$ cat src/rtl/nlcc_pkg.sv
// Package for the NMEA line checksum checker: byte codes, verdict codes,
// line state and result types, and the hex digit decoder.
// No dependencies.
package nlcc_pkg;

   localparam int unsigned LEN_W = 7;
   localparam int unsigned DEFAULT_MAX_LINE = 90;

   localparam logic [7:0] CHAR_NUL    = 8'h00;
   localparam logic [7:0] CHAR_NL     = 8'h0A;
   localparam logic [7:0] CHAR_DOLLAR = 8'h24;
   localparam logic [7:0] CHAR_STAR   = 8'h2A;

   localparam logic [1:0] VERDICT_ACCEPTED  = 2'd0;
   localparam logic [1:0] VERDICT_BAD_START = 2'd1;
   localparam logic [1:0] VERDICT_NO_SUM    = 2'd2;
   localparam logic [1:0] VERDICT_MISMATCH  = 2'd3;

   typedef struct packed {
      logic [LEN_W-1:0] byte_count;
      logic             start_good;
      logic [7:0]       xor_sum;
      logic             star_seen;
      logic [7:0]       hex_value;
      logic             hex_digit_seen;
      logic             hex_closed;
      logic             hex_too_big;
      logic             text_ended;
   } line_state_type;

   typedef struct packed {
      logic [1:0]       verdict;
      logic [7:0]       computed_sum;
      logic [LEN_W-1:0] line_length;
   } result_type;

   typedef struct packed {
      logic       valid;
      logic [3:0] value;
   } hex_digit_type;

   function automatic hex_digit_type hex_digit_of(input logic [7:0] b);
      hex_digit_type d;
      d.valid = 1'b1;
      d.value = 4'd0;
      if (b >= 8'h30 && b <= 8'h39) begin
         d.value = 4'(b - 8'h30);
      end else if (b >= 8'h61 && b <= 8'h66) begin
         d.value = 4'(b - 8'h57);
      end else if (b >= 8'h41 && b <= 8'h46) begin
         d.value = 4'(b - 8'h37);
      end else begin
         d.valid = 1'b0;
      end
      return d;
   endfunction

endpackage

$ cat src/rtl/nlcc_line_track.sv
// Line framing and checksum state: updates the per-line state with one byte
// and produces the verdict at each newline. Depends on nlcc_pkg.
module nlcc_line_track
   import nlcc_pkg::*;
#(
   parameter int unsigned MAX_LINE = DEFAULT_MAX_LINE
) (
   input  logic       clock,
   input  logic       reset,
   input  logic       byte_fire,
   input  logic [7:0] byte_data,
   output logic       result_valid,
   output result_type result
);

   line_state_type   state_ff;
   line_state_type   state_in;
   line_state_type   upd;
   logic [LEN_W-1:0] pos;
   logic [LEN_W:0]   len;
   logic             overlong;
   hex_digit_type    digit;

   assign pos      = state_ff.byte_count;
   assign len      = {1'b0, pos} + {{LEN_W{1'b0}}, 1'b1};
   assign overlong = len > (LEN_W+1)'(MAX_LINE);
   assign digit    = hex_digit_of(byte_data);

   // Examine the byte; a zero byte freezes everything but the framing.
   always_comb begin
      upd = state_ff;
      if (!state_ff.text_ended) begin
         if (byte_data == CHAR_NUL) begin
            upd.text_ended = 1'b1;
            upd.hex_closed = 1'b1;
         end else if (pos == '0) begin
            upd.start_good = (byte_data == CHAR_DOLLAR);
         end else begin
            if (pos == LEN_W'(1) && byte_data == CHAR_DOLLAR) begin
               upd.start_good = 1'b0;
            end
            if (!state_ff.star_seen) begin
               if (byte_data == CHAR_STAR) begin
                  upd.star_seen = 1'b1;
               end else begin
                  upd.xor_sum = state_ff.xor_sum ^ byte_data;
               end
            end else if (!state_ff.hex_closed) begin
               if (!digit.valid) begin
                  upd.hex_closed = 1'b1;
               end else begin
                  upd.hex_digit_seen = 1'b1;
                  if (!state_ff.hex_too_big) begin
                     // Shifting in another digit overflows once the high nibble is set.
                     if (state_ff.hex_value[7:4] != 4'd0) begin
                        upd.hex_too_big = 1'b1;
                     end else begin
                        upd.hex_value = {state_ff.hex_value[3:0], digit.value};
                     end
                  end
               end
            end
         end
      end
      upd.byte_count = len[LEN_W-1:0];
   end

   always_comb begin
      result_valid        = !overlong && byte_data == CHAR_NL;
      result.computed_sum = upd.xor_sum;
      result.line_length  = len[LEN_W-1:0];
      if (!upd.start_good) begin
         result.verdict = VERDICT_BAD_START;
      end else if (!upd.star_seen || !upd.hex_digit_seen) begin
         result.verdict = VERDICT_NO_SUM;
      end else if (upd.hex_too_big || upd.hex_value != upd.xor_sum) begin
         result.verdict = VERDICT_MISMATCH;
      end else begin
         result.verdict = VERDICT_ACCEPTED;
      end
   end

   always_comb begin
      state_in = state_ff;
      if (byte_fire) begin
         if (overlong || byte_data == CHAR_NL) begin
            state_in = '0;
         end else begin
            state_in = upd;
         end
      end
   end

   always_ff @(posedge clock) begin
      if (reset) begin
         state_ff <= '0;
      end else begin
         state_ff <= state_in;
      end
   end

endmodule

$ cat config.mk
export PLATFORM = sky130hd
export DESIGN_NAME = nlcc_line_track
export DESIGN_NICKNAME = d
export VERILOG_FILES = /design/src/rtl/nlcc_pkg.sv /design/src/rtl/nlcc_line_track.sv
export SDC_FILE = /design/constraint.sdc
export NUM_CORES = 1
export LEC_CHECK = 0
export ABC_AREA = 1
export BUFFER_PORTS_ARGS = -buffer_cell sky130_fd_sc_hd__buf_4
export CORE_AREA = 2 2 68 70
export DETAILED_ROUTE_END_ITERATION = 10
export DIE_AREA = 0 0 70 72
export GPL_ROUTABILITY_DRIVEN = 0
export PLACE_DENSITY = 0.75
export SLEW_MARGIN = 15
export SYNTH_ARGS = -nofsm -noshare
export SYNTH_HDL_FRONTEND = slang
export SYNTH_SLANG_ARGS = --single-unit
$ cat constraint.sdc
create_clock -name clock -period 2.3 [get_ports clock]
set_clock_uncertainty 0.05 [all_clocks]
set_input_delay 0.345 -clock clock [delete_from_list [all_inputs] [get_ports clock]]
set_output_delay 0.345 -clock clock [all_outputs]
set_load 0.05 [all_outputs]
# [Word level (Yosys, flattened, before mapping)]
# Index checks and enable logic that the tools add are counted.
[totals] ff_bits=29 in_bits=11 out_inout_bits=18 wordCells=74
[op_classes] n_addsub=4 order_cmp=7 eq_ne=7 mux=30 bitwise=1 n_reduce_logical=16
[op_table] cell="$mux 29" n=1
[op_table] cell="$mux 8" n=3
[op_table] cell="$mux 11" n=2
[op_table] cell="$mux 22" n=1
[op_table] cell="$mux 20" n=1
[op_table] cell="$mux 19" n=1
[op_table] cell="$mux 9" n=2
[op_table] cell="$eq 8x6->1 const B" n=2
[op_table] cell="$ge 8x7->1 const B" n=2
[op_table] cell="$le 8x7->1 const B" n=2
[op_table] cell="$mux 1" n=13
[op_table] cell="$mux 4" n=3
[op_table] cell="$add 7x1->8 const B" n=1
[op_table] cell="$eq 8x4->1 const B" n=1
[op_table] cell="$ge 8x6->1 const B" n=1
[op_table] cell="$gt 8x7->1 const B" n=1
[op_table] cell="$le 8x6->1 const B" n=1
[op_table] cell="$logic_not 8->1" n=1
[op_table] cell="$ne 8x8->1" n=1
[op_table] cell="$sub 4x3->4 const B" n=2
[op_table] cell="$xor 8x8->8" n=1
[op_table] cell="$eq 7x1->1 const B" n=1
[op_table] cell="$logic_not 7->1" n=1
[op_table] cell="$mux 2" n=3
[op_table] cell="other kinds (9)" n=17

# [Logic depth before layout (Yosys ltp)]
# Gate-level depths: netlist of the first run.
[logic_depth] word_depth=18 mapped_depth=19 ltp_nobuf=19

# [Worst setup path after synthesis of the first run]
# No wires, ideal clock.
[synth_path] path_kind="register to output" startpoint="register state_ff (netlist bit pos[0])" endpoint="output result[15] (netlist name)" t_arrival_ns=3.037 required_time_ns=1.905 setup_slack_ns=-1.132 stages_incl_launch_ff=16 n_path_buf=0 path_cell_list="dfxtp_1 > inv_1 > ha_1 > inv_1 > nor2_1 > nand2_2 > nand2_1 > nor2_1 > nand3_1 > xnor2_1 > nand2_1 > nand2_1 > a21oi_1 > nand2_1 > nand2_1 > nand2_1"
[synth_lines] element="from (decl)" line="nlcc_line_track.sv:16" rtl="line_state_type state_ff;"
[synth_lines] element="from (signal assigned)" line="nlcc_line_track.sv:98" rtl="state_ff <= state_in;"
[synth_lines] element="to (decl)" line="nlcc_line_track.sv:13" rtl="output result_type result"

==> results_dict.tcl, run 1 <==
set metrics [dict create \
    power_mw 1.70 \
    synth-seq-cells 29 \
    insertion_delay_ns 0.29 \
    setup_slack_ns -0.841 \
    syn_avg_cell_area_um2 6.16 \
    power_frac_comb 0.346 \
    clkTransAtPathRegs_ns 0.07 \
    p_int_mw 1.10 \
    drtIter0Drc 353 \
    start_kind "flip-flop" \
    critPathKind "flip-flop to output port" \
    fin_nets 484 \
    muxShareOfSynthArea 0 \
    slew-limit-headroom 0.576 \
    worstMarginPinSlew_ns 0.635 \
    synth-main-ff-cell "dfxtp_1" \
    cts_buffers 5 \
    layout_commonest_cell "buf_4" \
    worstPathArrival_ns 2.75 \
    final_core_util 0.891 \
    die_h_um 72 \
    ys_seq_area_frac 0.265 \
    slew_viol_final 0 \
    ant_nets 0 \
    placed_area_mm2 0.00314 \
    drive_gt1_frac 0.500 \
    drc 0 \
    root_buffer "clkbuf_8" \
    port_buffers 28 \
    syn_inst 355 \
    grt_max_degree 21 \
    synth_area_mm2 0.00219 \
    drt_first_pass_iters 7 \
    postLayoutCellArea_mm2 0.00380 \
    diodes 0 \
    coreArea_mm2 0.00426 \
    dp_slack_ns -0.589 \
    switchingPower_mw 0.600 \
    multi_input_area_mm2 0.00186 \
    maxCapViolCount 0 \
    wl_per_cell_um 19.6 \
    die_w_um 70 \
    grt_setup_unrepaired "yes" \
    grt_pass1_vias 2563 \
    track_usage 0.293 \
    yosys.area_share.simple 0.432 \
    num_rows 24 \
    boundaryPins 29 \
    setup_viol 38 \
    grt_pass1_wl_mm 11.8 \
    p_seq_frac 0.310 \
    postCtsHoldBufs 0 \
    antenna_found_initial 0 \
    syn2layout_area_growth_pct 73.6 \
    synth_compound_area_frac 0.122 \
    synthArstFlopShare 0 \
    worstSetupEndpointType "output port" \
    final-hold-violation-count 0 \
    ys_types 29 \
    min_path_type "input pin to flip-flop" \
    required_ns 1.90 \
    synthAdderAreaFrac 0.0458 \
    cts_max_level 2 \
    status "finished with violations" \
    viasPerCell 6.21 \
    routed_wl_mm 10.2 \
    dieArea_mm2 0.00504 \
    vias 3217 \
    synth_edf_count 0 \
    fin_tns_setup_ns -4.25 \
    synth_fp_nets 374 \
    start_util 0.513 \
    max_freq_mhz 318 \
    clock_path_buffers 2 \
    fillers 199 \
    seq_area_um2 587 \
    cts_sinks 29 \
    cts_tree "built" \
    synth_xor_area_frac 0.0320 \
    ys.warnings.count 0 \
    clock_power_share 0.344 \
    layout_common_cells "buf_4 (88), nand2_1 (68), nor2_1 (44)" \
    synth_top_family_by_area "simple AND/OR/NAND/NOR gates" \
    timing.final.crit_share 1.37 \
    crit_fanout 6 \
    leakage_nw 1.68 \
    switching_share 0.353 \
    gr-total-overflow 0 \
    place_hpwl_mm 5.19 \
    power_density_mw_per_mm2 448 \
    vdd_drop_max_mv 0.535 \
    violations "negative setup slack" \
    period_minus_slack_ns 3.14 \
]
## layout make-up
type                            count  share of cell area
Tap cell                           52              0.0171
Clock inverter                      2             0.00988
Inverter                           51              0.0567
Sequential cell                    29               0.155
Timing Repair inverter              3              0.0102
Timing Repair Buffer              106               0.241
Multi-Input combinational cell    269               0.489
Clock buffer                        6              0.0217
## cell usage after synthesis (3+ instances only)
| cell | n | area share |
|---|---|---|
| clkbuf_1 | 5 | 0.0086 |
| xor2_1 | 7 | 0.028 |
| nor2_4 | 4 | 0.021 |
| nand2_2 | 6 | 0.017 |
| inv_2 | 7 | 0.012 |
| o21ai_0 | 5 | 0.011 |
| nand3_2 | 3 | 0.014 |
| nand4_1 | 4 | 0.011 |
| nor2_1 | 55 | 0.094 |
| nand3_1 | 31 | 0.071 |
| a21oi_1 | 19 | 0.043 |
| dfxtp_1 | 29 | 0.27 |
| a22oi_1 | 11 | 0.038 |
| ha_1 | 8 | 0.046 |
| nand2_1 | 90 | 0.15 |
| o21ai_1 | 6 | 0.014 |
| nor2_2 | 4 | 0.011 |
| nor3_1 | 4 | 0.0092 |
| nand3b_1 | 5 | 0.017 |
| inv_1 | 43 | 0.074 |
## metrics by stage
step                      cells  hold WS [ns]
after floorplan             355         0.392
after global placement      497         0.410
after detailed placement    497         0.411
after CTS                   509         0.322
after global routing        518         0.359
final                       518         0.356
## power groups by stage
stage | sequential (mW) | clock, mW | combinational, mW
2_1_floorplan | 0.535 | 0 | 0.275
3_3_place_gp | 0.534 | 0 | 0.437
3_5_place_dp | 0.535 | 0 | 0.445
4_1_cts | 0.523 | 0.576 | 0.479
5_1_grt | 0.528 | 0.591 | 0.610
6_report | 0.527 | 0.584 | 0.588
## worst max-delay path, stage by stage (launching register included)
cell and delay (ns):
dfxtp_4 0.37, clkinvlp_4 0.11, ha_4 0.18, nand2_2 0.09, nor2_4 0.06, nor2_2 0.15, nand3_2 0.11, nor2_4 0.21
nand2_1 0.09, o21ai_1 0.18, nand2_1 0.10, a21oi_1 0.28, nand3_1 0.15, nand2_2 0.11, clkinvlp_4 0.09, buf_8 0.15
## logic make-up after synthesis
group / after synthesis
flip-flops: 29
adder cells (fa/ha/maj): 8
XOR/XNOR: 8
buffers and inverters: 57
AND/OR/NAND/NOR: 208
AO/OA/AOI/OAI: 45
## what timing repair did
item	in CTS	in global routing
resized for setup	37	78
buffers inserted	5	7
setup endpoints to repair	27	40
cloned	1	3
pin swaps	11	31
## worst paths after layout
check,from,to,slack [ns],cells past startpoint
worst max-delay path,pos[0],result[16],-0.84,15
worst min-delay path,reset,pos[1],0.36,2
worst max register to register,pos[0],state_ff[16],-0.13,15
worst min register to register,state_ff[11],state_ff[11],0.44,2
## routing by layer
layer  up-vias  GRT usage  routed length [um]
li1       1350          -                   -
met1      1478      0.377                3560
met2       295      0.514                4800
met3        94     0.0472                1160
met4         0     0.0791                 633
met5         -          0                   0
## state kept, by name, summed over array words and instances (netlist names)
signal    cells
pos           7
state_ff     22
(Power assumes the default switching activity.)
==> run 2: changes to the inputs <==
--- a/config.mk
+++ b/config.mk
@@ -8,9 +8,11 @@
 export ABC_AREA = 1
 export BUFFER_PORTS_ARGS = -buffer_cell sky130_fd_sc_hd__buf_4
-export CORE_AREA = 2 2 68 70
+export CELL_PAD_IN_SITES_DETAIL_PLACEMENT = 2
+export CELL_PAD_IN_SITES_GLOBAL_PLACEMENT = 2
+export CORE_AREA = 2 2 92 94
 export DETAILED_ROUTE_END_ITERATION = 10
-export DIE_AREA = 0 0 70 72
+export DIE_AREA = 0 0 94 96
 export GPL_ROUTABILITY_DRIVEN = 0
-export PLACE_DENSITY = 0.75
+export PLACE_DENSITY_LB_ADDON = 0.1
 export SLEW_MARGIN = 15
 export SYNTH_ARGS = -nofsm -noshare
==> constraint.sdc (replaced) <==
create_clock -name clock -period 2.3 [get_ports clock]
set_clock_uncertainty 0.05 [all_clocks]
set_input_delay 0.115 -clock clock [delete_from_list [all_inputs] [get_ports clock]]
set_output_delay 0.115 -clock clock [all_outputs]
set_load 0.05 [all_outputs]
==> run 2 against run 1 <==
  * The run still ends with negative setup slack left
  * Final area fell by 5.9%
  * Register-to-register slack better by 0.28 ns
  * Critical path depth increased by 3
  * Sequential share of layout area is 0.93 points higher
  * Maximum frequency rose by 17%
  * Combinational power decreased by 5.4%
  * Clock power down 22%
  * Worst hold slack worse by 0.23 ns
  * First-iteration DRC count is 84% lower
  * Wire length fell by 5.6%
  * Final cell count increased by 7.9%
  * Worst setup slack better by 0.45 ns
  * Critical path type unchanged
==> results_dict.tcl, run 2 (same netlist as run 1, synthesis figures left out) <==
set metrics [dict create \
    setup_viol 3 \
    clkTransAtPathRegs_ns 0.07 \
    worstMarginPinSlew_ns 0.608 \
    place_hpwl_mm 7.03 \
    insertion_delay_ns 0.29 \
    cts_max_level 2 \
    grt_pass1_wl_mm 14.9 \
    hp-start "reset" \
    violations "negative setup slack" \
    min_to "pos[5]" \
    critPathKind "flip-flop to output port" \
    grt_pass1_vias 2948 \
    crit_path_max_incr_delay_ns 0.36 \
    layout_commonest_cell "buf_4" \
    port_buffers 28 \
    dp.cells 540 \
    power_density_mw_per_mm2 430 \
    antenna_found_initial 0 \
    drc 0 \
    final_core_util 0.444 \
    status "finished with violations" \
    drt_first_pass_iters 4 \
    critPathSlowestCell "dfxtp_4" \
    start_kind "flip-flop" \
    ff2ff_setup_slack_ns 0.15 \
    gr-total-overflow 0 \
    drive_gt1_frac 0.434 \
    fin_nets 473 \
    timing.final.crit_share 1.17 \
    syn2layout_area_growth_pct 63.4 \
    die_w_um 94 \
    vdd_drop_max_mv 0.177 \
    worstHoldPathCells 2 \
    setup_slack_ns -0.393 \
    min_path_type "input pin to flip-flop" \
    largest_reg_flops 22 \
    required_ns 2.13 \
    largest_register "state_ff" \
    drtIter0Drc 55 \
    cts_buffers 5 \
    root_buffer "clkbuf_8" \
    worstSetupEndpointType "output port" \
    postCtsHoldBufs 0 \
    r2r_start "pos[0]" \
    dieArea_mm2 0.00902 \
    r2r_end "state_ff[5]" \
    maxCapViolCount 0 \
    coreArea_mm2 0.00805 \
    routed_wl_mm 9.59 \
    track_usage 0.218 \
    fin_tns_setup_ns -0.727 \
    vias 2704 \
    grt_max_degree 21 \
    layout_common_cells "buf_4 (86), nand2_1 (70), nor2_1 (43)" \
    slew_viol_final 0 \
    viasPerCell 4.84 \
    crit_fanout 5 \
    clock_path_buffers 2 \
    die_h_um 96 \
    worstPathArrival_ns 2.53 \
    num_rows 33 \
    ff2ff_path_depth 13 \
    leakage_nw 1.60 \
    worstPathCellList "clkinvlp_4, ha_4, nand2_4, nor2_4, nor2_4, buf_12, nand3b_1, nand2_2, inv_2, nand2_1, nand2_2, nor2_4, nand2_2, nor2_4, nand3_2, nand2_2, clkinvlp_4, buf_8" \
    diodes 0 \
    fin_cells 559 \
    cts_sinks 29 \
    period_minus_slack_ns 2.69 \
    grt_setup_unrepaired "yes" \
    start_util 0.272 \
    wl_per_cell_um 17.2 \
    boundaryPins 29 \
    ant_nets 0 \
    max_freq_mhz 371 \
    slew-limit-headroom 0.594 \
    final-hold-violation-count 0 \
    cts_tree "built" \
]
==> run 2: stage by stage <==
stage                     power (mW)  worst slack, ns  cell area, um2  hold WS [ns]
after floorplan                0.810           -0.346            2340         0.320
after global placement         0.986           -0.202            3110         0.413
after detailed placement        1.00           -0.251            3110         0.425
after CTS                       1.48           -0.355            3380         0.122
after global routing            1.61           -0.550            3570         0.139
final                           1.54           -0.393            3570         0.127
==> run 2: worst max-delay path by stage <==
stage | start | depth (start not counted) | slack, ns | endpoint
floorplan | pos[0] | 18 | -0.35 | result[16]
global placement | byte_data[0] | 17 | -0.20 | result[16]
detailed placement | byte_data[0] | 20 | -0.25 | result[16]
CTS | pos[0] | 19 | -0.35 | result[16]
global route | pos[0] | 18 | -0.55 | result[16]
finish | pos[0] | 18 | -0.39 | result[16]
==> run 2: metal layers <==
metal  vias up  track usage  part of all wire  wire [um]
met3        17       0.0337             0.026        246
met4         0       0.0628             0.024        230
li1       1320            -                 -          -
met2        34        0.413              0.53       5110
met5         -            0                 0          0
met1      1333        0.251              0.42       4000
==> run 2: what timing repair did <==
item,CTS,global route
endpoints found under the setup margin,22,22
buffers inserted,6,5
resized for setup,33,42
pin swaps,15,26
cloned,0,1
==> run 2: cell type report <==
cell class / instances / area, um2
multi-input combinational: 269 / 1730
clock buffer: 7 / 86.3
sequential: 29 / 586
timing repair buffer: 98 / 820
fill: 970 / 4480
tap: 105 / 131
inverter: 51 / 220
==> run 2: critical path, delay by kind of cell, from the launching register on <==
kind	cells	cell delay (ns)
simple gates	12	1.17
buf+inv	5	0.52
flops	1	0.36
fa+ha+maj	1	0.19
==> run 2: report_power, final <==
group          internal [mW]  total (mW)  switching, mW  leakage (nW)
logic                  0.229       0.556          0.328          1.32
registers              0.514       0.525         0.0115         0.236
clock network          0.238       0.456          0.218        0.0443
total                  0.980        1.54          0.557          1.60
